[src/rtl/dma_channel_register_controller_assert.svh]
// Assertion macros of the DMA channel register controller top level.
`ifndef DMA_CHANNEL_REGISTER_CONTROLLER_ASSERT_SVH
`define DMA_CHANNEL_REGISTER_CONTROLLER_ASSERT_SVH

`ifndef SYNTHESIS

// Checked on every clock edge outside reset.
`define DCRC_ASSERT(lbl, prop) \
    lbl: assert property (@(posedge i_clk) disable iff (!i_rst_n) prop) \
        else $error("dcrc assertion failed");

// Checked on every clock edge, reset included.
`define DCRC_ASSERT_ALWAYS(lbl, prop) \
    lbl: assert property (@(posedge i_clk) prop) \
        else $error("dcrc assertion failed");

`else

`define DCRC_ASSERT(lbl, prop)
`define DCRC_ASSERT_ALWAYS(lbl, prop)

`endif

`endif

[src/rtl/dcrc_pkg.sv]
// Shared constants and types of the DMA channel register controller.
`timescale 1ns / 1ps

package dcrc_pkg;

    localparam int NUM_CHANNELS = 7;
    localparam int MEM_DEPTH    = NUM_CHANNELS * 4;
    localparam int MEM_AW       = $clog2(MEM_DEPTH);

    localparam logic [3:0] CHAN_LIMIT = 4'(NUM_CHANNELS);

    localparam logic MODE_READ  = 1'b0;
    localparam logic MODE_WRITE = 1'b1;

    localparam logic [6:0] OFF_PRIORITY  = 7'h70;
    localparam logic [6:0] OFF_INTERRUPT = 7'h74;

    localparam logic [1:0] REG_ADDR   = 2'd0;
    localparam logic [1:0] REG_COUNT  = 2'd1;
    localparam logic [1:0] REG_CTRL   = 2'd2;
    localparam logic [1:0] REG_UNUSED = 2'd3;

    localparam logic [2:0] CHAN_DREQ  = 3'd2;
    localparam logic [2:0] CHAN_DISC  = 3'd3;
    localparam logic [2:0] CHAN_TABLE = 3'd6;

    localparam logic [2:0] KIND_IMMEDIATE   = 3'd0;
    localparam logic [2:0] KIND_LINKED_LIST = 3'd1;
    localparam logic [2:0] KIND_BLOCK_OUT   = 3'd2;
    localparam logic [2:0] KIND_READBACK    = 3'd3;
    localparam logic [2:0] KIND_DISC_IN     = 3'd4;
    localparam logic [2:0] KIND_TABLE_CLEAR = 3'd5;

    localparam logic [1:0] SYNC_LINKED_LIST = 2'd2;

    localparam logic [31:0] FLAG_MASK = 32'h7F00_0000;
    localparam logic [31:0] CH6_KEEP  = 32'h5100_0000;
    localparam logic [31:0] CH6_FORCE = 32'h0000_0002;
    localparam logic [31:0] ADDR_MASK = 32'h00FF_FFFF;
    localparam logic [31:0] ALL_ONES  = 32'hFFFF_FFFF;

    // Request from the access logic to the channel register memory.
    typedef struct packed {
        logic              wr_en;
        logic              rd_en;
        logic [MEM_AW-1:0] addr;
        logic [31:0]       wr_data;
    } t_mem_req;

    // Result of one transaction before the memory read data is merged in.
    typedef struct packed {
        logic [31:0] rd_fix;
        logic        use_mem;
        logic        started;
        logic [2:0]  chan;
        logic [2:0]  kind;
        logic        raise;
        logic        master;
    } t_result;

endpackage

[src/rtl/dma_channel_register_controller.sv]
// Top level of the DMA channel register controller: handshake and result pipeline.
`timescale 1ns / 1ps

// Register file of a seven-channel DMA controller seen from the processor bus. One register
// access is taken per cycle, back to back, unless the result pipeline is held by i_ready. Each
// access returns one result, through the registered read of the channel register memory and
// then the output register. The memory holds the address, block count and control words; the
// priority and interrupt words sit in flip-flops. A control write that meets the start rule
// finishes its transfer in the same access and reports the engine kind. Two results can wait
// in the pipeline, so a new access is still taken while the last result is not yet collected.

`include "dma_channel_register_controller_assert.svh"

module dma_channel_register_controller (
    input  logic        i_clk,
    input  logic        i_rst_n,
    input  logic        i_valid,
    output logic        o_ready,
    input  logic        i_mode,
    input  logic [6:0]  i_offset,
    input  logic [31:0] i_write_data,
    output logic        o_valid,
    input  logic        i_ready,
    output logic [31:0] o_read_data,
    output logic        o_transfer_started,
    output logic [2:0]  o_started_channel,
    output logic [2:0]  o_transfer_kind,
    output logic        o_irq_raise,
    output logic        o_irq_master
);

    dcrc_pkg::t_mem_req mem_req;
    dcrc_pkg::t_result  acc_res;
    dcrc_pkg::t_result  r_s1;
    logic               r_v1;
    logic               r_v2;
    logic [31:0]        mem_rd_data;
    logic               acc;
    logic               s1_adv;

    logic [31:0] r_read_data;
    logic        r_started;
    logic [2:0]  r_chan;
    logic [2:0]  r_kind;
    logic        r_raise;
    logic        r_master;

    assign s1_adv  = r_v1 && (!r_v2 || i_ready);
    assign o_ready = !r_v1 || s1_adv;
    assign acc     = i_valid && o_ready;

    dcrc_access u_access (
        .i_clk        (i_clk),
        .i_rst_n      (i_rst_n),
        .i_acc        (acc),
        .i_mode       (i_mode),
        .i_offset     (i_offset),
        .i_write_data (i_write_data),
        .o_req        (mem_req),
        .o_res        (acc_res)
    );

    dcrc_pkg::t_mem_req mem_req_q;

    // Nothing touches the memory unless the transaction is taken.
    always_comb begin
        mem_req_q       = mem_req;
        mem_req_q.wr_en = mem_req.wr_en && acc;
        mem_req_q.rd_en = mem_req.rd_en && acc;
    end

    dcrc_chan_mem u_mem (
        .i_clk     (i_clk),
        .i_rst_n   (i_rst_n),
        .i_req     (mem_req_q),
        .o_rd_data (mem_rd_data)
    );

    always_ff @(posedge i_clk) begin
        if (!i_rst_n) begin
            r_v1 <= 1'b0;
            r_v2 <= 1'b0;
        end else begin
            if (acc) begin
                r_v1 <= 1'b1;
            end else if (s1_adv) begin
                r_v1 <= 1'b0;
            end
            if (s1_adv) begin
                r_v2 <= 1'b1;
            end else if (i_ready) begin
                r_v2 <= 1'b0;
            end
        end
    end

    always_ff @(posedge i_clk) begin
        if (acc) begin
            r_s1 <= acc_res;
        end
        if (s1_adv) begin
            r_read_data <= r_s1.use_mem ? mem_rd_data : r_s1.rd_fix;
            r_started   <= r_s1.started;
            r_chan      <= r_s1.chan;
            r_kind      <= r_s1.kind;
            r_raise     <= r_s1.raise;
            r_master    <= r_s1.master;
        end
    end

    assign o_valid            = r_v2;
    assign o_read_data        = r_read_data;
    assign o_transfer_started = r_started;
    assign o_started_channel  = r_chan;
    assign o_transfer_kind    = r_kind;
    assign o_irq_raise        = r_raise;
    assign o_irq_master       = r_master;

    `DCRC_ASSERT_ALWAYS(a_reset_empties, !i_rst_n |=> !r_v1 && !r_v2)
    `DCRC_ASSERT(a_full_stalls, r_v1 && r_v2 && !i_ready |-> !o_ready)
    `DCRC_ASSERT(a_start_no_data, o_valid && o_transfer_started |-> o_read_data == 32'd0)
    `DCRC_ASSERT(a_start_chan_ok,
        o_valid && o_transfer_started |-> 4'(o_started_channel) < dcrc_pkg::CHAN_LIMIT)

endmodule

[src/rtl/dcrc_chan_mem.sv]
// Channel register memory: address, block count and control words of all channels.
`timescale 1ns / 1ps

module dcrc_chan_mem (
    input  logic               i_clk,
    input  logic               i_rst_n,
    input  dcrc_pkg::t_mem_req i_req,
    output logic [31:0]        o_rd_data
);

    logic [31:0] r_mem [dcrc_pkg::MEM_DEPTH];
    logic [31:0] r_rd_data;
    logic [dcrc_pkg::MEM_DEPTH-1:0] r_valid;
    logic        r_rd_valid;
    logic        r_rd_dflt;
    logic [4:0]  addr5;

    assign addr5 = 5'(i_req.addr);

    always_ff @(posedge i_clk) begin
        if (i_req.wr_en) begin
            r_mem[i_req.addr] <= i_req.wr_data;
        end
        if (i_req.rd_en) begin
            r_rd_data <= r_mem[i_req.addr];
        end
    end

    // An entry that was never written reads as its reset value.
    always_ff @(posedge i_clk) begin
        if (!i_rst_n) begin
            r_valid    <= '0;
            r_rd_valid <= 1'b0;
            r_rd_dflt  <= 1'b0;
        end else begin
            if (i_req.wr_en) begin
                r_valid[i_req.addr] <= 1'b1;
            end
            if (i_req.rd_en) begin
                r_rd_valid <= r_valid[i_req.addr];
                r_rd_dflt  <= (addr5 == {dcrc_pkg::CHAN_TABLE, dcrc_pkg::REG_CTRL});
            end
        end
    end

    assign o_rd_data = r_rd_valid ? r_rd_data :
                       (r_rd_dflt ? dcrc_pkg::CH6_FORCE : 32'd0);

endmodule

[src/rtl/dcrc_access.sv]
// Access decode, global registers and the start and finish logic of a transfer.
`timescale 1ns / 1ps

module dcrc_access (
    input  logic               i_clk,
    input  logic               i_rst_n,
    input  logic               i_acc,
    input  logic               i_mode,
    input  logic [6:0]         i_offset,
    input  logic [31:0]        i_write_data,
    output dcrc_pkg::t_mem_req o_req,
    output dcrc_pkg::t_result  o_res
);

    logic [31:0] r_prio;
    logic [31:0] r_iw;
    logic [31:0] n_prio;
    logic [31:0] n_iw;

    logic [2:0]  chan;
    logic [1:0]  rsel;
    logic        chan_ok;
    logic        is_ch_reg;
    logic [31:0] iw_a;
    logic [31:0] iw_b;
    logic [31:0] ctl;
    logic        start;
    logic        cond;

    function automatic logic master_cond(input logic [31:0] iw);
        master_cond = iw[15] || (iw[23] && ((iw[22:16] & iw[30:24]) != 7'd0));
    endfunction

    function automatic logic [2:0] kind_of(input logic [2:0] c, input logic [31:0] ctl_w);
        logic [2:0] k;
        k = dcrc_pkg::KIND_IMMEDIATE;
        if (c == dcrc_pkg::CHAN_DREQ) begin
            if (ctl_w[10:9] == dcrc_pkg::SYNC_LINKED_LIST) begin
                k = dcrc_pkg::KIND_LINKED_LIST;
            end else if (ctl_w[0]) begin
                k = dcrc_pkg::KIND_READBACK;
            end else begin
                k = dcrc_pkg::KIND_BLOCK_OUT;
            end
        end else if (c == dcrc_pkg::CHAN_DISC) begin
            k = dcrc_pkg::KIND_DISC_IN;
        end else if (c == dcrc_pkg::CHAN_TABLE) begin
            k = dcrc_pkg::KIND_TABLE_CLEAR;
        end
        return k;
    endfunction

    always_comb begin
        chan      = i_offset[6:4];
        rsel      = i_offset[3:2];
        chan_ok   = (i_offset < dcrc_pkg::OFF_PRIORITY) && ({1'b0, chan} < dcrc_pkg::CHAN_LIMIT);
        is_ch_reg = chan_ok && (rsel != dcrc_pkg::REG_UNUSED);

        n_prio = r_prio;
        n_iw   = r_iw;
        iw_a   = r_iw & ~(i_write_data & dcrc_pkg::FLAG_MASK);
        iw_b   = (iw_a & dcrc_pkg::FLAG_MASK) | (i_write_data & ~dcrc_pkg::FLAG_MASK);
        ctl    = (chan == dcrc_pkg::CHAN_TABLE) ?
                 ((i_write_data & dcrc_pkg::CH6_KEEP) | dcrc_pkg::CH6_FORCE) : i_write_data;
        // The sync, busy and trigger bits come from the written word itself.
        start  = i_write_data[24]
                 && ((i_write_data[10:9] != 2'd0) || i_write_data[28]
                     || ((chan == dcrc_pkg::CHAN_DREQ) && ctl[0]))
                 && r_prio[{chan, 2'b11}];
        cond   = 1'b0;

        o_req         = '0;
        o_req.addr    = {chan, rsel};
        o_res         = '0;

        if (i_mode == dcrc_pkg::MODE_READ) begin
            if (i_offset == dcrc_pkg::OFF_PRIORITY) begin
                o_res.rd_fix = r_prio;
            end else if (i_offset == dcrc_pkg::OFF_INTERRUPT) begin
                o_res.rd_fix = r_iw;
            end else if (is_ch_reg) begin
                o_res.use_mem = 1'b1;
                o_req.rd_en   = 1'b1;
            end else begin
                o_res.rd_fix = dcrc_pkg::ALL_ONES;
            end
        end else if (i_offset == dcrc_pkg::OFF_PRIORITY) begin
            n_prio = i_write_data;
        end else if (i_offset == dcrc_pkg::OFF_INTERRUPT) begin
            cond        = master_cond(iw_b);
            n_iw        = {cond, iw_b[30:0]};
            o_res.raise = cond;
        end else if (is_ch_reg) begin
            o_req.wr_en = 1'b1;
            unique case (rsel)
                dcrc_pkg::REG_ADDR: begin
                    o_req.wr_data = i_write_data & dcrc_pkg::ADDR_MASK;
                end
                dcrc_pkg::REG_COUNT: begin
                    o_req.wr_data = i_write_data;
                end
                dcrc_pkg::REG_CTRL: begin
                    o_req.wr_data = ctl;
                    if (start) begin
                        // The transfer finishes at once: busy and trigger clear.
                        o_res.kind    = kind_of(chan, ctl);
                        o_res.started = 1'b1;
                        o_res.chan    = chan;
                        o_req.wr_data[24] = 1'b0;
                        o_req.wr_data[28] = 1'b0;
                        if (chan == dcrc_pkg::CHAN_TABLE) begin
                            o_req.wr_data[30] = 1'b0;
                        end
                        iw_b = r_iw;
                        if (r_iw[{2'b10, chan}]) begin
                            iw_b[{2'b11, chan}] = 1'b1;
                        end
                        cond        = master_cond(iw_b);
                        n_iw        = {cond, iw_b[30:0]};
                        o_res.raise = cond;
                    end
                end
                default: begin
                    o_req.wr_en = 1'b0;
                end
            endcase
        end

        o_res.master = n_iw[31];
    end

    always_ff @(posedge i_clk) begin
        if (!i_rst_n) begin
            r_prio <= '0;
            r_iw   <= '0;
        end else if (i_acc) begin
            r_prio <= n_prio;
            r_iw   <= n_iw;
        end
    end

endmodule
[config.mk]
export PLATFORM = sky130hd
export DESIGN_NAME = dma_channel_register_controller
export DESIGN_NICKNAME = d
export VERILOG_FILES = /design/src/rtl/dcrc_pkg.sv /design/src/rtl/dma_channel_register_controller.sv /design/src/rtl/dcrc_chan_mem.sv /design/src/rtl/dcrc_access.sv
export VERILOG_INCLUDE_DIRS = /design/src /design/src/rtl
export SDC_FILE = /design/constraint.sdc
export NUM_CORES = 1
export LEC_CHECK = 0
export BUFFER_PORTS_ARGS = -buffer_cell sky130_fd_sc_hd__buf_4
export CELL_PAD_IN_SITES_DETAIL_PLACEMENT = 0
export CELL_PAD_IN_SITES_GLOBAL_PLACEMENT = 2
export CORE_MARGIN = 8
export CORE_UTILIZATION = 30
export CTS_BUF_LIST = sky130_fd_sc_hd__clkbuf_4 sky130_fd_sc_hd__clkbuf_8
export DETAILED_ROUTE_END_ITERATION = 7
export PLACE_DENSITY_LB_ADDON = 0.1
export SETUP_SLACK_MARGIN = 0.15
export SKIP_CTS_REPAIR_TIMING = 1
export SLEW_MARGIN = 20
export SYNTH_ARGS = -nofsm -noshare
export SYNTH_HDL_FRONTEND = slang
export SYNTH_SLANG_ARGS = --single-unit
[constraint.sdc]
create_clock -name i_clk -period 11.1 [get_ports i_clk]
set_input_delay 1.11 -clock i_clk [delete_from_list [all_inputs] [get_ports i_clk]]
set_output_delay 1.11 -clock i_clk [all_outputs]
set_load 0.01 [all_outputs]
Word-level counts from Yosys, hierarchy flattened
Memory sizes are Yosys's and may differ from the RTL's. A register that Yosys moved wholly into a read port is not among the register bits.
Cells that the tools add are included.

storage, ports and cells
  register bits after elaboration = 179
  RAM bits = 896
  logic and storage cells = 154
  memories kept = 1

memories
  memory       depth  width  read ports  clocked after memory_dff  wr ports  RTL line             RTL
  u_mem.r_mem  28     32     1           1                         1         dcrc_chan_mem.sv:11  logic [31:0] r_mem [dcrc_pkg::MEM_DEPTH];

operators by class
  $lt $le $gt $ge = 8
  equality and inequality tests = 11
  multiplexer cells = 63
  bitwise gates (word level) = 12
  reduce and logical (&&, ||, !) cells = 37

operator list
  operator                                                           count
  2-to-1 mux 32 bit                                                  16
  2-to-1 mux 31 bit                                                  7
  one-hot mux 32 bit (3 select lines)                                1
  bitwise AND 31 bit                                                 1
  NOT 31 bit                                                         1
  bitwise OR 31 x 24 -> 31 bit                                       1
  bitwise OR 31 bit                                                  1
  2-to-1 mux 1 bit                                                   28
  bitwise OR 28 bit                                                  1
  < comparator 5 x 6 -> 1 bit, second input constant                 4
  bitwise AND 7 bit                                                  2
  equality test 7 bit, second input constant                         2
  nonzero test 7 bit                                                 2
  logical AND 1 bit                                                  13
  2-to-1 mux 3 bit                                                   4
  nonzero test 2 bit                                                 6
  greater-or-equal comparator 5 x 1 -> 1 bit, second input constant  2
  2-to-1 mux 8 bit                                                   1
  < comparator 7 bit, second input constant                          1
  AND reduction 7 bit                                                1
  binary-select mux 1 bit (select 3 bit)                             2
  equality test 3 x 2 -> 1 bit, second input constant                2
  logical OR 1 bit                                                   6
  AND reduction 6 bit                                                1
  other kinds (19)                                                   25

Logic depth before layout (Yosys ltp)
Gate-level depths: netlist of the first run.

  word-level depth = 22
  mapped depth = 10

By module
From an unflattened synthesis of the first run, not the netlist that was laid out.

unflattened totals
  cells, all modules = 2333
  area total of the unflattened synthesis = 43631.8 um^2

modules (own cells, without submodules)
  module                           instances  cells an instance  area an instance (um^2)
  dcrc_chan_mem                    1          1721               36806.6
  dcrc_access                      1          482                3692.3
  dma_channel_register_controller  1          130                3133.0

Worst setup path after synthesis of the first run
No wires, ideal clock.

  path type = in2reg
  start = input i_ready
  end = register u_mem.r_rd_valid
  library setup time = 121 ps
  arrival time = 5371 ps
  setup slack = 5607 ps
  stages = 6
  path buffers = 0
  path through = nor2b_1 a21oi_1 nor3b_2 nand3_1 a21oi_1 a21oi_1

RTL lines
  element                 RTL line                               RTL
  start: declaration      dma_channel_register_controller.sv:23  input logic i_ready,
  end signal: assignment  dcrc_chan_mem.sv:40                    r_rd_valid <= r_valid[i_req.addr];
  end: declaration        dcrc_chan_mem.sv:14                    logic r_rd_valid;

==> results of run 1 <==
[state kept, by name, indices dropped and copies added (netlist names)]
| name | count |
|---|---|
| o_irq_raise | 1 |
| u_mem.r_rd_valid | 1 |
| r_v1 | 1 |
| u_access.r_iw | 32 |
| u_access.r_prio | 32 |
| u_mem.r_rd_data | 32 |
| o_irq_master | 1 |
| u_mem.r_valid | 28 |
| u_mem.r_mem | 896 |
| o_transfer_kind | 3 |
| o_transfer_started | 1 |
| o_started_channel | 3 |
| r_s1 | 42 |
| o_read_data | 32 |
| o_valid | 1 |
| u_mem.r_rd_dflt | 1 |
[cell families after synthesis]
family                 Yosys count
buffers and inverters          185
and+or+nand+nor                472
AOI/OAI and AO/OA              322
other                            1
muxes                          265
DFF                           1107
[stage by stage]
step / cells / setup WS [ns] / utilization [%] / hold slack (ns)
floorplan: 2575 / 5.61 / - / 0.400
CTS: 4819 / 7.17 / 35.4 / 0.379
global route: 4821 / 7.08 / 35.4 / 0.432
finish: 4823 / 7.17 / 35.4 / 0.418
global placement: 4482 / 6.15 / 32.8 / 0.406
detailed placement: 4482 / 6.20 / 32.8 / 0.407
[cell type report]
cell class | instances | area (um2) | area share (%)
sequential | 1107 | 32300 | 63.8
clock buffer | 274 | 3300 | 6.53
tap | 1903 | 2380 | 4.71
multi-input combinational | 1283 | 11000 | 21.7
antenna | 4 | 10.0 | 0.0198
clock inverter | 63 | 318 | 0.628
timing repair buffer | 149 | 1170 | 2.32
inverter | 40 | 151 | 0.299
[power by group through the flow]
stage	Sequential (W)	Combinational [W]	Clock, W
finish	0.00470	0.000460	0.00355
global route	0.00471	0.000503	0.00386
floorplan	0.00477	0.000276	0
detailed placement	0.00479	0.000471	0
global placement	0.00478	0.000468	0
CTS	0.00470	0.000472	0.00368
[worst paths after layout]
kind | slack, ns | depth (start not counted) | to
max | 7.17 | 8 | u_mem.r_mem[18][31]$_DFFE_PP_
min | 0.42 | 0 | o_started_channel[0]$_DFFE_PP_
max reg2reg | 7.60 | 7 | u_mem.r_mem[2][20]$_DFFE_PP_
min reg2reg | 0.42 | 0 | o_started_channel[0]$_DFFE_PP_
[metal layers]
layer / global-route usage [%] / part of all wire, %
met3: 2.90 / 4.8
met1: 23.3 / 45
met5: 0 / 0
met2: 26.9 / 47
met4: 5.12 / 2.5
[placed cells by master, fill, tap and decap left out, drive strengths merged, types with 4 or more instances in the layout]
| cell | netlist | final |
|---|---|---|
| o21ai | 106 | 106 |
| nor3 | 27 | 27 |
| mux2i | 20 | 20 |
| a21o | 12 | 12 |
| conb | 1 | 224 |
| a221oi | 14 | 14 |
| and2 | 39 | 39 |
| mux4 | 241 | 241 |
| a32o | 4 | 4 |
| clkinvlp | 0 | 6 |
| a21oi | 70 | 70 |
| a22oi | 5 | 5 |
| buf | 67 | 149 |
| a21boi | 40 | 40 |
| a311oi | 14 | 14 |
| nor2b | 41 | 41 |
| edfxtp | 1011 | 1011 |
| a32oi | 4 | 4 |
| dfxtp | 96 | 96 |
| clkinv | 0 | 54 |
| nor2 | 55 | 55 |
| inv | 40 | 43 |
| a31oi | 9 | 9 |
| nand2 | 249 | 249 |
| diode | 0 | 4 |
| mux2 | 4 | 4 |
| o21a | 28 | 28 |
| nand3 | 36 | 36 |
| a221o | 5 | 5 |
| clkbuf | 78 | 274 |
==> impl_results.html, run 1 <==
<table>
<tr><th>Metric</th><th>Value</th></tr>
<tr><th colspan="2">Synth</th></tr>
<tr><td>Count leader, synth</td><td>sky130_fd_sc_hd__edfxtp_1</td></tr>
<tr><td>Fraction of synthesized area in multiplexers</td><td>13.2%</td></tr>
<tr><td>Post-synth design cell area</td><td>0.0430 mm2</td></tr>
<tr><td>Biggest area contributors in the synthesized netlist</td><td>sky130_fd_sc_hd__edfxtp_1 71%, sky130_fd_sc_hd__mux4_2 13%, sky130_fd_sc_hd__dfxtp_1 4.5%</td></tr>
<tr><td>Simple-gate area share of the yosys netlist</td><td>5.06%</td></tr>
<tr><td>Synth async-reset ratio</td><td>0%</td></tr>
<tr><td>Mapped Cells</td><td>2352</td></tr>
<tr><td>EDFF count, synth</td><td>1011</td></tr>
<tr><td>Main combinational cell family by area after synthesis</td><td>multiplexers</td></tr>
<tr><td>Area fraction in compound gates after synthesis</td><td>4.77%</td></tr>
<tr><td>Library cell with the largest summed area after synthesis</td><td>sky130_fd_sc_hd__edfxtp_1</td></tr>
<tr><td>Number of distinct library cells after synthesis</td><td>61</td></tr>
<tr><td>Area share of the largest cell type after synthesis</td><td>70.5%</td></tr>
<tr><td>Per-instance average area after synthesis</td><td>18.3 um2</td></tr>
<tr><td>Syn. warnings</td><td>0</td></tr>
<tr><td>Adder and majority gate portion of the synthesized area</td><td>0%</td></tr>
<tr><td>Synthesis-stage register bit count</td><td>1107</td></tr>
<tr><td>Share of the synthesized netlist area taken by xor and xnor gates</td><td>0%</td></tr>
<tr><td>Most common library cells after synthesis</td><td>1011 x sky130_fd_sc_hd__edfxtp_1, 249 x sky130_fd_sc_hd__nand2_1, 241 x sky130_fd_sc_hd__mux4_2</td></tr>
<tr><td>Primary flip-flop cell chosen by synthesis mapping</td><td>sky130_fd_sc_hd__edfxtp_1</td></tr>
<tr><td>Seq/Total Area, Yosys</td><td>75.0%</td></tr>
<tr><th colspan="2">Die</th></tr>
<tr><td>Horizontal die dimension</td><td>395 um</td></tr>
<tr><td>Row Count</td><td>139</td></tr>
<tr><td>Top-level I/O count</td><td>87</td></tr>
<tr><td>Initial core utilization</td><td>30.1%</td></tr>
<tr><td>Die area</td><td>0.156 mm2</td></tr>
<tr><td>Die height</td><td>395 um</td></tr>
<tr><td>Core region area</td><td>0.143 mm2</td></tr>
<tr><th colspan="2">Min path</th></tr>
<tr><td>Min-Delay Startpoint</td><td>r_s1[5]$_SDFFCE_PP0P_</td></tr>
<tr><td>HP Class</td><td>register to register</td></tr>
<tr><th colspan="2">Power</th></tr>
<tr><td>Combinational cell fraction of total power</td><td>5.3%</td></tr>
<tr><td>Power per cell area</td><td>172 mW/mm2</td></tr>
<tr><td>Highest ir drop seen on vdd</td><td>0.000119 V</td></tr>
<tr><td>Sw Pwr</td><td>0.00198 W</td></tr>
<tr><td>Part of the total power dissipated in the clock network</td><td>40.7%</td></tr>
<tr><td>Leakage</td><td>15.5 nW</td></tr>
<tr><td>Pwr Total</td><td>0.00871 W</td></tr>
<tr><td>Part of the total power dissipated in sequential elements</td><td>54.0%</td></tr>
<tr><td>Switching Share</td><td>22.7%</td></tr>
<tr><td>Cell internal pwr</td><td>0.00673 W</td></tr>
<tr><th colspan="2">STA</th></tr>
<tr><td>Share of the clock period used by the worst path</td><td>35.4%</td></tr>
<tr><td>Endpoints failing hold</td><td>0</td></tr>
<tr><td>Skew final</td><td>0.0370 ns</td></tr>
<tr><td>Transition at the pin with the smallest max-transition slack</td><td>1.07 ns</td></tr>
<tr><td>RSZ-0062 raised after global routing</td><td>no</td></tr>
<tr><td>Final setup viols</td><td>0</td></tr>
<tr><td>Post-route minimum period</td><td>3.93 ns</td></tr>
<tr><td>Fmax achieved</td><td>254 MHz</td></tr>
<tr><td>Final max-slew violation count</td><td>0</td></tr>
<tr><td>Worst rel slew slack</td><td>28.5%</td></tr>
<tr><td>Setup total negative slack</td><td>0 ns</td></tr>
<tr><th colspan="2">Route</th></tr>
<tr><td>Number of antenna-violating nets in the routed design</td><td>0</td></tr>
<tr><td>Number of vias in the routed layout</td><td>23164</td></tr>
<tr><td>1st-iter DRT viols</td><td>1798</td></tr>
<tr><td>Pre-Repair DR Iteration Count</td><td>5</td></tr>
<tr><td>Sum of routed wire length over all layers</td><td>133000 um</td></tr>
<tr><td>Average wire length per cell after detail routing</td><td>27.5 um</td></tr>
<tr><td>Via count normalized by instance count</td><td>4.80</td></tr>
<tr><td>Post-route DRC</td><td>0</td></tr>
<tr><th colspan="2">Clock tree</th></tr>
<tr><td>CTS buffer count</td><td>189</td></tr>
<tr><td>Clock transition at the registers of the reported paths</td><td>0.06 ns</td></tr>
<tr><td>Clock sink total</td><td>1107</td></tr>
<tr><td>Clock tree root buffer cell</td><td>sky130_fd_sc_hd__clkbuf_8</td></tr>
<tr><td>Clock tree from TritonCTS</td><td>built</td></tr>
<tr><td>Htree depth</td><td>4</td></tr>
<tr><td>Worst skew pair latency</td><td>0.89 ns</td></tr>
<tr><td>Number of buffers on the longest clock path</td><td>3</td></tr>
<tr><th colspan="2">GRT</th></tr>
<tr><td>All-layer global routing usage</td><td>16.8%</td></tr>
<tr><td>Number of global-route vias before repair</td><td>24363</td></tr>
<tr><td>Largest net degree at the start of global routing</td><td>118</td></tr>
<tr><td>Grt ovf</td><td>0</td></tr>
<tr><td>First-pass GRT wire length</td><td>186000 um</td></tr>
<tr><td>Initial antenna violation count</td><td>16</td></tr>
<tr><th colspan="2">Placement</th></tr>
<tr><td>PortBufs</td><td>86</td></tr>
<tr><td>Weighted congestion reported at the end of routability-driven placement</td><td>0.746</td></tr>
<tr><td>Total cell area at the placement stage</td><td>0.0469 mm2</td></tr>
<tr><td>Final HPWL from detailed placement</td><td>70700 um</td></tr>
<tr><th colspan="2">Cells and area</th></tr>
<tr><td>Net total in the final layout</td><td>2814</td></tr>
<tr><td>Signed area change from the synthesized netlist to the final layout</td><td>17.5%</td></tr>
<tr><td>Final instance area</td><td>0.0506 mm2</td></tr>
<tr><td>Fill count</td><td>13666</td></tr>
<tr><td>Proportion of layout cells with a drive suffix above 1</td><td>25.0%</td></tr>
<tr><th colspan="2">Critical path</th></tr>
<tr><td>Critical path required time</td><td>11.62 ns</td></tr>
<tr><td>Largest stage delay on the critical path</td><td>0.91 ns</td></tr>
<tr><td>Cell with the largest stage delay on the worst path</td><td>sky130_fd_sc_hd__and2_1</td></tr>
<tr><td>Critical Path Sink Type</td><td>register</td></tr>
<tr><td>Crit path launch</td><td>i_offset[6]</td></tr>
<tr><td>Arrival @ worst endpoint</td><td>4.46 ns</td></tr>
<tr><td>Cell family contributing the most delay on the critical path</td><td>simple AND/OR/NAND/NOR gates</td></tr>
<tr><td>Critical R2R Launch</td><td>r_v1$_SDFFE_PN0P_</td></tr>
<tr><td>Cell breakdown of the critical path</td><td>buf_4 &gt; inv_2 &gt; buf_4 &gt; nor3_1 &gt; nor2_1 &gt; a21oi_1 &gt; nor2_1 &gt; and2_1</td></tr>
<tr><td>Type of origin of the critical path</td><td>input port</td></tr>
<tr><td>CP Buf/Inv Count</td><td>3</td></tr>
<tr><td>Worst-path fanout max</td><td>39</td></tr>
<tr><td>Class of the most critical setup path</td><td>input port to register</td></tr>
<tr><th colspan="2">Run</th></tr>
<tr><td>Max-Cap Viols</td><td>0</td></tr>
<tr><th colspan="2">Outcome</th></tr>
<tr><td>Result of the run</td><td>complete, no violations</td></tr>
</table>
Note: power is estimated with default switching activity, not from simulation.
==> run 2, diff against run 1 <==
--- a/config.mk
+++ b/config.mk
@@ -6,6 +6,7 @@
 export SDC_FILE = /design/constraint.sdc
 export NUM_CORES = 1
 export LEC_CHECK = 0
+export ABC_AREA = 1
 export BUFFER_PORTS_ARGS = -buffer_cell sky130_fd_sc_hd__buf_4
 export CELL_PAD_IN_SITES_DETAIL_PLACEMENT = 0
 export CELL_PAD_IN_SITES_GLOBAL_PLACEMENT = 2
==> constraint.sdc (replaced) <==
create_clock -name i_clk -period 4.1 [get_ports i_clk]
set_input_delay 0.41 -clock i_clk [delete_from_list [all_inputs] [get_ports i_clk]]
set_output_delay 0.41 -clock i_clk [all_outputs]
set_load 0.01 [all_outputs]
==> run 2 against run 1 <==
Register-to-register slack worse by 6.1 ns. Area after synthesis down 2.6%. Global-route usage up 2.3 points. Cell area up 0.48%. Critical path depth up 1. Critical path type is now register to register. Highest routed layer unchanged.
==> impl_results.html, run 2 <==
<table>
<tr><th>Metric</th><th>Value</th></tr>
<tr><th colspan="2">GRT</th></tr>
<tr><td>Highest-utilization routing layer at the global route stage</td><td>met2</td></tr>
<tr><td>First-pass GRT wire length</td><td>208000 um (+11%)</td></tr>
<tr><td>All-layer global routing usage</td><td>19.1% (+2.3 points)</td></tr>
<tr><td>Fraction of met1 tracks used by global routing</td><td>26.1% (+2.7 points)</td></tr>
<tr><td>Largest net degree at the start of global routing</td><td>71 (-40%)</td></tr>
<tr><td>Grt ovf</td><td>0 (unchanged)</td></tr>
<tr><td>Number of global-route vias before repair</td><td>27008 (+11%)</td></tr>
<tr><td>Initial antenna violation count</td><td>4 (-12)</td></tr>
<tr><td>Met3 global-route usage</td><td>3.05% (+0.15 points)</td></tr>
<tr><td>Global routing met2 resource utilization</td><td>31.6% (+4.7 points)</td></tr>
<tr><th colspan="2">Clock tree</th></tr>
<tr><td>Clock tree from TritonCTS</td><td>built</td></tr>
<tr><td>Clock tree root buffer cell</td><td>sky130_fd_sc_hd__clkbuf_8</td></tr>
<tr><td>Number of buffers on the longest clock path</td><td>3 (unchanged)</td></tr>
<tr><td>Htree depth</td><td>4 (unchanged)</td></tr>
<tr><td>Clock sink total</td><td>1107 (unchanged)</td></tr>
<tr><td>Clock transition at the registers of the reported paths</td><td>0.05 ns (about the same)</td></tr>
<tr><td>CTS buffer count</td><td>193 (+2.1%)</td></tr>
<tr><td>Worst skew pair latency</td><td>0.91 ns (+0.02 ns)</td></tr>
<tr><th colspan="2">Synth</th></tr>
<tr><td>Post-synth design cell area</td><td>0.0419 mm2 (-2.6%)</td></tr>
<tr><td>Mapped Cells</td><td>3024 (+29%)</td></tr>
<tr><td>Area share of the largest cell type after synthesis</td><td>72.4% (+1.9 points)</td></tr>
<tr><td>Count leader, synth</td><td>sky130_fd_sc_hd__edfxtp_1</td></tr>
<tr><td>Library cell with the largest summed area after synthesis</td><td>sky130_fd_sc_hd__edfxtp_1</td></tr>
<tr><td>Synthesis-stage register bit count</td><td>1107 (unchanged)</td></tr>
<tr><td>Seq/Total Area, Yosys</td><td>77.0% (+2.0 points)</td></tr>
<tr><td>Syn. warnings</td><td>0 (unchanged)</td></tr>
<tr><td>Adder and majority gate portion of the synthesized area</td><td>0% (unchanged)</td></tr>
<tr><td>Primary flip-flop cell chosen by synthesis mapping</td><td>sky130_fd_sc_hd__edfxtp_1</td></tr>
<tr><td>EDFF count, synth</td><td>1011 (unchanged)</td></tr>
<tr><td>Most common library cells after synthesis</td><td>1011 x sky130_fd_sc_hd__edfxtp_1, 515 x sky130_fd_sc_hd__nand2_1, 286 x sky130_fd_sc_hd__a22oi_1</td></tr>
<tr><td>Per-instance average area after synthesis</td><td>13.9 um2 (-24%)</td></tr>
<tr><td>Biggest area contributors in the synthesized netlist</td><td>sky130_fd_sc_hd__edfxtp_1 72%, sky130_fd_sc_hd__a22oi_1 5.1%, sky130_fd_sc_hd__nand2_1 4.6%</td></tr>
<tr><td>Share of the synthesized netlist area taken by xor and xnor gates</td><td>0% (unchanged)</td></tr>
<tr><td>Main combinational cell family by area after synthesis</td><td>compound AO/OA/AOI/OAI gates</td></tr>
<tr><td>Synth async-reset ratio</td><td>0% (unchanged)</td></tr>
<tr><td>Number of distinct library cells after synthesis</td><td>44 (-28%)</td></tr>
<tr><td>Simple-gate area share of the yosys netlist</td><td>8.82% (+3.8 points)</td></tr>
<tr><td>Area fraction in compound gates after synthesis</td><td>11.2% (+6.4 points)</td></tr>
<tr><td>Fraction of synthesized area in multiplexers</td><td>0% (-13 points)</td></tr>
<tr><th colspan="2">Critical path</th></tr>
<tr><td>Critical path required time</td><td>4.88 ns (-6.74 ns)</td></tr>
<tr><td>Critical Path Sink Type</td><td>register</td></tr>
<tr><td>Type of origin of the critical path</td><td>register</td></tr>
<tr><td>Cell with the largest stage delay on the worst path</td><td>sky130_fd_sc_hd__inv_1</td></tr>
<tr><td>Class of the most critical setup path</td><td>register to register</td></tr>
<tr><td>Arrival @ worst endpoint</td><td>3.37 ns (-1.09 ns)</td></tr>
<tr><td>Largest stage delay on the critical path</td><td>0.63 ns (-0.28 ns)</td></tr>
<tr><td>Cell breakdown of the critical path</td><td>nand3_1 &gt; nand2_1 &gt; nor2_1 &gt; inv_1 &gt; nor2_2 &gt; inv_1 &gt; o21ai_2 &gt; o21ai_0 &gt; nor2_1</td></tr>
<tr><td>Worst-path fanout max</td><td>21 (-46%)</td></tr>
<tr><th colspan="2">Cells and area</th></tr>
<tr><td>Top library cells by usage in the layout, fill and taps aside</td><td>1011 x sky130_fd_sc_hd__edfxtp_1, 515 x sky130_fd_sc_hd__nand2_1, 286 x sky130_fd_sc_hd__a22oi_1</td></tr>
<tr><td>Number of flip-flops under the largest register name</td><td>896 (unchanged)</td></tr>
<tr><td>Biggest registers after layout</td><td>u_mem.r_mem (896), r_s1 (42)</td></tr>
<tr><td>Total area of sequential cells</td><td>0.0323 mm2 (unchanged)</td></tr>
<tr><td>Register with the highest flop count</td><td>u_mem.r_mem</td></tr>
<tr><td>Proportion of layout cells with a drive suffix above 1</td><td>16.9% (-8.0 points)</td></tr>
<tr><td>Signed area change from the synthesized netlist to the final layout</td><td>21.2%</td></tr>
<tr><td>Fill count</td><td>13540 (-0.92%)</td></tr>
<tr><td>Net total in the final layout</td><td>3573 (+27%)</td></tr>
<tr><td>Multi-input gate area in the final layout</td><td>0.00951 mm2 (-13%)</td></tr>
<tr><td>Most frequent standard cell in the layout excluding fill and tap cells</td><td>sky130_fd_sc_hd__edfxtp_1</td></tr>
<tr><th colspan="2">Die</th></tr>
<tr><td>Initial core utilization</td><td>30.1% (+0.043 points)</td></tr>
<tr><td>Horizontal die dimension</td><td>390 um (-1.3%)</td></tr>
<tr><td>Row Count</td><td>137 (-1.4%)</td></tr>
<tr><td>Die height</td><td>390 um (-1.3%)</td></tr>
<tr><td>Core region area</td><td>0.139 mm2 (-2.8%)</td></tr>
<tr><td>Die area</td><td>0.152 mm2 (-2.5%)</td></tr>
<tr><td>Top-level I/O count</td><td>87 (unchanged)</td></tr>
<tr><th colspan="2">Placement</th></tr>
<tr><td>Weighted congestion reported at the end of routability-driven placement</td><td>0.794 (+6.5%)</td></tr>
<tr><td>Final HPWL from detailed placement</td><td>89500 um (+27%)</td></tr>
<tr><td>PortBufs</td><td>86 (unchanged)</td></tr>
<tr><td>Pre-CTS setup slack</td><td>0.937 ns (-5.26 ns)</td></tr>
<tr><th colspan="2">STA</th></tr>
<tr><td>Final max-slew violation count</td><td>0 (unchanged)</td></tr>
<tr><td>Transition at the pin with the smallest max-transition slack</td><td>0.982 ns (-0.0875 ns)</td></tr>
<tr><td>RSZ-0062 raised after global routing</td><td>no</td></tr>
<tr><td>Worst rel slew slack</td><td>34.5% (+5.9 points)</td></tr>
<tr><td>Setup total negative slack</td><td>0 ns (unchanged)</td></tr>
<tr><td>Final setup viols</td><td>0 (unchanged)</td></tr>
<tr><td>Share of the clock period used by the worst path</td><td>63.1%</td></tr>
<tr><td>Post-route minimum period</td><td>2.59 ns</td></tr>
<tr><td>Skew final</td><td>0.0372 ns (+0.000194 ns)</td></tr>
<tr><td>Fmax achieved</td><td>386 MHz</td></tr>
<tr><td>Min setup slack post-route</td><td>1.51 ns (-5.65 ns)</td></tr>
<tr><td>Endpoints failing hold</td><td>0 (unchanged)</td></tr>
<tr><td>Hold Slack</td><td>0.0474 ns (-0.371 ns)</td></tr>
<tr><th colspan="2">Power</th></tr>
<tr><td>Leakage</td><td>17.3 nW (+12%)</td></tr>
<tr><td>Pwr Total</td><td>0.0241 W (+180%)</td></tr>
<tr><td>Power per cell area</td><td>475 mW/mm2 (+180%)</td></tr>
<tr><td>Highest ir drop seen on vdd</td><td>0.000197 V (+65%)</td></tr>
<tr><th colspan="2">Run</th></tr>
<tr><td>Max-Cap Viols</td><td>0 (unchanged)</td></tr>
<tr><th colspan="2">Route</th></tr>
<tr><td>Pre-Repair DR Iteration Count</td><td>5 (unchanged)</td></tr>
<tr><td>Number of antenna-violating nets in the routed design</td><td>0 (unchanged)</td></tr>
<tr><td>Via count normalized by instance count</td><td>4.87 (+1.4%)</td></tr>
<tr><td>Post-route DRC</td><td>0 (unchanged)</td></tr>
<tr><td>Number of vias in the routed layout</td><td>27077 (+17%)</td></tr>
<tr><td>1st-iter DRT viols</td><td>2077 (+16%)</td></tr>
<tr><td>Average wire length per cell after detail routing</td><td>26.7 um (-2.9%)</td></tr>
<tr><td>Sum of routed wire length over all layers</td><td>149000 um (+12%)</td></tr>
<tr><th colspan="2">Outcome</th></tr>
<tr><td>Result of the run</td><td>complete, no violations</td></tr>
<tr><th colspan="2">Min path</th></tr>
<tr><td>HP Class</td><td>input port to register</td></tr>
</table>
==> run 2: cell type report <==
| type | count | area share [%] |
|---|---|---|
| clock buffers | 277 | 6.55 |
| diodes | 1 | 0.00492 |
| well taps | 1876 | 4.62 |
| inverters | 130 | 0.975 |
| clock inverters | 74 | 0.815 |
| flip-flops and latches | 1107 | 63.5 |
| repair buffers | 269 | 4.79 |
| multi-input cells | 1828 | 18.7 |
==> run 2: critical path, delay by kind of cell (launching register included) <==
kind                   cells  cell delay (ns)
buffers and inverters      2             0.77
flip-flops                 1             0.42
AO/OA/AOI/OAI              2             0.53
AND/OR/NAND/NOR            5             0.74
==> run 2: logic make-up (layout without fill, tap and decap cells) <==
logic type,after synthesis,count (layout)
flops,1107,1107
simple gates,879,879
compound gates,725,725
buf+inv,312,750
other cells,1,225
==> run 2: path summary, 6_finish.rpt <==
| path | startpoint | endpoint | slack [ns] | cells past startpoint |
|---|---|---|---|---|
| max reg2reg | o_valid$_SDFFE_PN0P_ | u_access.r_iw[28]$_SDFFE_PN0P_ | 1.51 | 9 |
| min reg2reg | r_s1[1]$_SDFFCE_PP0P_ | o_irq_raise$_DFFE_PP_ | 0.43 | 0 |
| max | o_valid$_SDFFE_PN0P_ | u_access.r_iw[28]$_SDFFE_PN0P_ | 1.51 | 9 |
| min | i_write_data[24] | u_access.r_prio[24]$_SDFFE_PN0P_ | 0.05 | 3 |
==> run 2: power by group <==
group          internal (W)  switching [W]  total, W
Combinational      0.000398        0.00106   0.00146
Clock               0.00529        0.00465   0.00994
Sequential           0.0126       0.000104    0.0127
Total                0.0183        0.00582    0.0241
==> run 2: layer usage <==
layer	vias up	wire, um
met4	0	3150
met3	199	7030
met1	13884	67400
li1	12199	-
met2	795	71100
met5	-	0
==> run 2: metrics by stage <==
stage / cell area [um2] / std cells / util [%]
floorplan: 42800 / 3247 / -
global placement: 46700 / 5179 / 33.6
detailed placement: 46700 / 5179 / 33.6
CTS: 50500 / 5530 / 36.3
global route: 50800 / 5562 / 36.6
finish: 50800 / 5562 / 36.6
==> run 3, diff against run 2 <==
==> constraint.sdc (replaced) <==
create_clock -name i_clk -period 2.3 [get_ports i_clk]
set_input_delay 0.23 -clock i_clk [delete_from_list [all_inputs] [get_ports i_clk]]
set_output_delay 0.23 -clock i_clk [all_outputs]
set_load 0.01 [all_outputs]
==> run 3 against run 2 <==
The flow now finishes with violations (negative hold slack). Global-route usage up 0.37 points. Flip-flop and latch count unchanged. Core utilization is 1.9 points higher. Wire length up 1.5%. Via count up 3.0%. Clock skew is 0.0065 ns lower. Critical path depth down 2. Worst hold slack got worse by 0.048 ns. Combinational power increased by 110%. Cell area increased by 5.1%.
==> impl_results.html, run 3 (synthesis results as in run 2) <==
<table>
<tr><th>Metric</th><th>Value</th></tr>
<tr><th colspan="2">Cells and area</th></tr>
<tr><td>Biggest registers after layout</td><td>u_mem.r_mem (896), r_s1 (42)</td></tr>
<tr><td>Net total in the final layout</td><td>3757 (+5.1%)</td></tr>
<tr><td>Signed area change from the synthesized netlist to the final layout</td><td>27.4%</td></tr>
<tr><td>Proportion of layout cells with a drive suffix above 1</td><td>21.0% (+4.0 points)</td></tr>
<tr><td>Fill count</td><td>13292 (-1.8%)</td></tr>
<tr><td>Fin cells</td><td>5751 (+3.4%)</td></tr>
<tr><td>Register with the highest flop count</td><td>u_mem.r_mem</td></tr>
<tr><td>Top library cells by usage in the layout, fill and taps aside</td><td>1011 x sky130_fd_sc_hd__edfxtp_1, 511 x sky130_fd_sc_hd__nand2_1, 302 x sky130_fd_sc_hd__buf_4</td></tr>
<tr><td>Number of flip-flops under the largest register name</td><td>896 (unchanged)</td></tr>
<tr><td>Most frequent standard cell in the layout excluding fill and tap cells</td><td>sky130_fd_sc_hd__edfxtp_1</td></tr>
<tr><th colspan="2">Die</th></tr>
<tr><td>Horizontal die dimension</td><td>390 um (unchanged)</td></tr>
<tr><td>Die height</td><td>390 um (unchanged)</td></tr>
<tr><td>Initial core utilization</td><td>30.1% (unchanged)</td></tr>
<tr><td>Row Count</td><td>137 (unchanged)</td></tr>
<tr><td>Die area</td><td>0.152 mm2 (unchanged)</td></tr>
<tr><td>Core region area</td><td>0.139 mm2 (unchanged)</td></tr>
<tr><td>Top-level I/O count</td><td>87 (unchanged)</td></tr>
<tr><th colspan="2">GRT</th></tr>
<tr><td>First-pass GRT wire length</td><td>213000 um (+2.4%)</td></tr>
<tr><td>Highest-utilization routing layer at the global route stage</td><td>met2</td></tr>
<tr><td>Fraction of met1 tracks used by global routing</td><td>26.1% (about the same)</td></tr>
<tr><td>Largest net degree at the start of global routing</td><td>55 (-23%)</td></tr>
<tr><td>Grt ovf</td><td>0 (unchanged)</td></tr>
<tr><td>All-layer global routing usage</td><td>19.4% (+0.37 points)</td></tr>
<tr><td>Global routing met2 resource utilization</td><td>33.0% (+1.5 points)</td></tr>
<tr><td>Initial antenna violation count</td><td>7 (+3)</td></tr>
<tr><td>Met3 global-route usage</td><td>3.06% (+0.017 points)</td></tr>
<tr><td>Number of global-route vias before repair</td><td>28378 (+5.1%)</td></tr>
<tr><th colspan="2">Critical path</th></tr>
<tr><td>End of the worst register-to-register path</td><td>u_mem.r_mem[20][10]$_DFFE_PP_</td></tr>
<tr><td>Worst-path fanout max</td><td>25 (+19%)</td></tr>
<tr><td>Critical R2R Launch</td><td>o_valid$_SDFFE_PN0P_</td></tr>
<tr><td>FF-to-FF path depth</td><td>7 (-2)</td></tr>
<tr><td>Cell breakdown of the critical path</td><td>nand3_4 &gt; nand2_4 &gt; nor2_4 &gt; clkinvlp_4 &gt; buf_4 &gt; nor3_4 &gt; buf_12</td></tr>
<tr><td>CP Buf/Inv Count</td><td>3 (+1)</td></tr>
<tr><td>Cell with the largest stage delay on the worst path</td><td>sky130_fd_sc_hd__dfxtp_4</td></tr>
<tr><td>Cell family contributing the most delay on the critical path</td><td>simple AND/OR/NAND/NOR gates</td></tr>
<tr><td>Crit. path cell count</td><td>7 (-2)</td></tr>
<tr><td>Setup slack, reg-to-reg</td><td>0.30 ns (-1.22 ns)</td></tr>
<tr><td>Class of the most critical setup path</td><td>register to register</td></tr>
<tr><td>Critical Path Sink Type</td><td>register</td></tr>
<tr><td>Arrival @ worst endpoint</td><td>2.55 ns (-0.82 ns)</td></tr>
<tr><td>Type of origin of the critical path</td><td>register</td></tr>
<tr><td>Crit path launch</td><td>o_valid$_SDFFE_PN0P_</td></tr>
<tr><td>Critical path required time</td><td>2.85 ns (-2.03 ns)</td></tr>
<tr><td>Capturing element of the worst setup path</td><td>u_mem.r_mem[20][10]$_DFFE_PP_</td></tr>
<tr><td>Largest stage delay on the critical path</td><td>0.37 ns (-0.26 ns)</td></tr>
<tr><th colspan="2">STA</th></tr>
<tr><td>Share of the clock period used by the worst path</td><td>87.2% (+24 points)</td></tr>
<tr><td>Setup total negative slack</td><td>0 ns (unchanged)</td></tr>
<tr><td>Post-route minimum period</td><td>2.00 ns (-0.583 ns)</td></tr>
<tr><td>Hold Slack</td><td>-0.000518 ns (-0.0479 ns)</td></tr>
<tr><td>Worst rel slew slack</td><td>56.6% (+22 points)</td></tr>
<tr><td>Endpoints failing hold</td><td>1 (+1)</td></tr>
<tr><td>Final max-slew violation count</td><td>0 (unchanged)</td></tr>
<tr><td>Skew final</td><td>0.0307 ns (-0.00649 ns)</td></tr>
<tr><td>Fmax achieved</td><td>499 MHz (+29%)</td></tr>
<tr><td>RSZ-0062 raised after global routing</td><td>no</td></tr>
<tr><td>Final setup viols</td><td>0 (unchanged)</td></tr>
<tr><td>Transition at the pin with the smallest max-transition slack</td><td>0.650 ns (-0.332 ns)</td></tr>
<tr><th colspan="2">Clock tree</th></tr>
<tr><td>Worst skew pair latency</td><td>0.89 ns (-0.02 ns)</td></tr>
<tr><td>Htree depth</td><td>4 (unchanged)</td></tr>
<tr><td>Clock transition at the registers of the reported paths</td><td>0.06 ns (about the same)</td></tr>
<tr><td>Clock sink total</td><td>1107 (unchanged)</td></tr>
<tr><td>Clock tree from TritonCTS</td><td>built</td></tr>
<tr><td>Clock tree root buffer cell</td><td>sky130_fd_sc_hd__clkbuf_8</td></tr>
<tr><td>CTS buffer count</td><td>193 (unchanged)</td></tr>
<tr><td>Number of buffers on the longest clock path</td><td>3 (unchanged)</td></tr>
<tr><th colspan="2">Power</th></tr>
<tr><td>Combinational cell fraction of total power</td><td>6.9% (+0.8 points)</td></tr>
<tr><td>Cell internal pwr</td><td>0.0331 W (+81%)</td></tr>
<tr><td>Switching Share</td><td>23.7% (-0.41 points)</td></tr>
<tr><td>Part of the total power dissipated in sequential elements</td><td>52.2% (-0.5 points)</td></tr>
<tr><td>Sw Pwr</td><td>0.0103 W (+77%)</td></tr>
<tr><td>Part of the total power dissipated in the clock network</td><td>40.9% (-0.3 points)</td></tr>
<tr><td>Power per cell area</td><td>814 mW/mm2 (+71%)</td></tr>
<tr><td>Leakage</td><td>18.6 nW (+7.3%)</td></tr>
<tr><td>Highest ir drop seen on vdd</td><td>0.000490 V (+150%)</td></tr>
<tr><th colspan="2">Route</th></tr>
<tr><td>Sum of routed wire length over all layers</td><td>151000 um (+1.5%)</td></tr>
<tr><td>Via count normalized by instance count</td><td>4.85 (-0.38%)</td></tr>
<tr><td>Pre-Repair DR Iteration Count</td><td>5 (unchanged)</td></tr>
<tr><td>Number of antenna-violating nets in the routed design</td><td>0 (unchanged)</td></tr>
<tr><td>1st-iter DRT viols</td><td>2168 (+4.4%)</td></tr>
<tr><td>Average wire length per cell after detail routing</td><td>26.2 um (-1.9%)</td></tr>
<tr><td>Number of vias in the routed layout</td><td>27890 (+3.0%)</td></tr>
<tr><td>Post-route DRC</td><td>0 (unchanged)</td></tr>
<tr><th colspan="2">Placement</th></tr>
<tr><td>Final HPWL from detailed placement</td><td>97100 um (+8.6%)</td></tr>
<tr><td>Inst Count DP</td><td>5354 (+3.4%)</td></tr>
<tr><td>Weighted congestion reported at the end of routability-driven placement</td><td>0.795 (+0.10%)</td></tr>
<tr><td>PortBufs</td><td>86 (unchanged)</td></tr>
<tr><th colspan="2">Min path</th></tr>
<tr><td>HP Class</td><td>input port to register</td></tr>
<tr><th colspan="2">Outcome</th></tr>
<tr><td>Result of the run</td><td>finished, violations left</td></tr>
<tr><td>Violated checks</td><td>negative hold slack</td></tr>
<tr><th colspan="2">Run</th></tr>
<tr><td>Max-Cap Viols</td><td>0 (unchanged)</td></tr>
</table>
run 3: changes by cell type in the layout (fill, tap and decap cells not counted), moves of 9 or more:
| cell | change |
|---|---|
| sky130_fd_sc_hd__dlygate4sd3_1 | +9 |
| sky130_fd_sc_hd__buf_12 | +84 |
| sky130_fd_sc_hd__clkinv_2 | +9 |
| sky130_fd_sc_hd__buf_4 | +91 |
run 3: worst register-to-register path, delay by kind of cell (launching register included):
kind          cells  cell delay (ns)
simple gates      4             0.64
buf+inv           3             0.63
flops             1             0.37
run 3: final cells by class:
type	count	area (um2)	area share [%]
antenna	4	10.0	0.0187
timing repair buffer	453	4890	9.16
clock inverter	74	414	0.776
sequential	1107	32300	60.5
tap	1876	2350	4.40
multi-input combinational	1828	9560	17.9
inverter	130	518	0.970
clock buffer	279	3370	6.31
run 3: metal layers:
layer / share of wire (%) / wire length (um)
met1: 45 / 67200
met2: 49 / 74300
met5: 0 / 0
met3: 4.5 / 6710
met4: 1.8 / 2640
run 3: power by group through the flow:
stage          logic (W)  clock network [W]  registers, W
3_3_place_gp     0.00299                  0        0.0231
3_5_place_dp     0.00299                  0        0.0231
6_report         0.00301             0.0178        0.0227
5_1_grt          0.00325             0.0192        0.0227
4_1_cts          0.00300             0.0183        0.0227
2_1_floorplan    0.00128                  0        0.0230
run 3: worst min path at each step:
| stage | slack (ns) | cells past startpoint | endpoint | startpoint |
|---|---|---|---|---|
| 3_5_place_dp | 0.40 | 0 | o_transfer_started$_DFFE_PP_ | r_s1[8]$_SDFFCE_PP0P_ |
| 6_report | -0.0005 | 8 | u_access.r_iw[26]$_SDFFE_PN0P_ | i_offset[1] |
| 3_3_place_gp | 0.41 | 0 | o_transfer_started$_DFFE_PP_ | r_s1[8]$_SDFFCE_PP0P_ |
| 4_1_cts | -0.50 | 3 | u_access.r_iw[14]$_SDFFE_PN0P_ | i_write_data[14] |
| 5_1_grt | 0.04 | 8 | u_access.r_iw[26]$_SDFFE_PN0P_ | i_offset[1] |
| 2_1_floorplan | 0.36 | 2 | u_access.r_iw[17]$_SDFFE_PN0P_ | i_write_data[17] |
run 3: through the flow:
stage                     hold WS (ns)  total power (W)  cell area (um2)  util (%)  setup WS (ns)
after global placement           0.406           0.0261            49200      35.4         -0.132
final                        -0.000518           0.0434            53400      38.4          0.295
after floorplan                  0.365           0.0243            43000         -         -0.373
after detailed placement         0.405           0.0261            49200      35.4         -0.131
after global routing            0.0354           0.0451            53400      38.4          0.213
after CTS                       -0.498           0.0440            53000      38.1          0.251
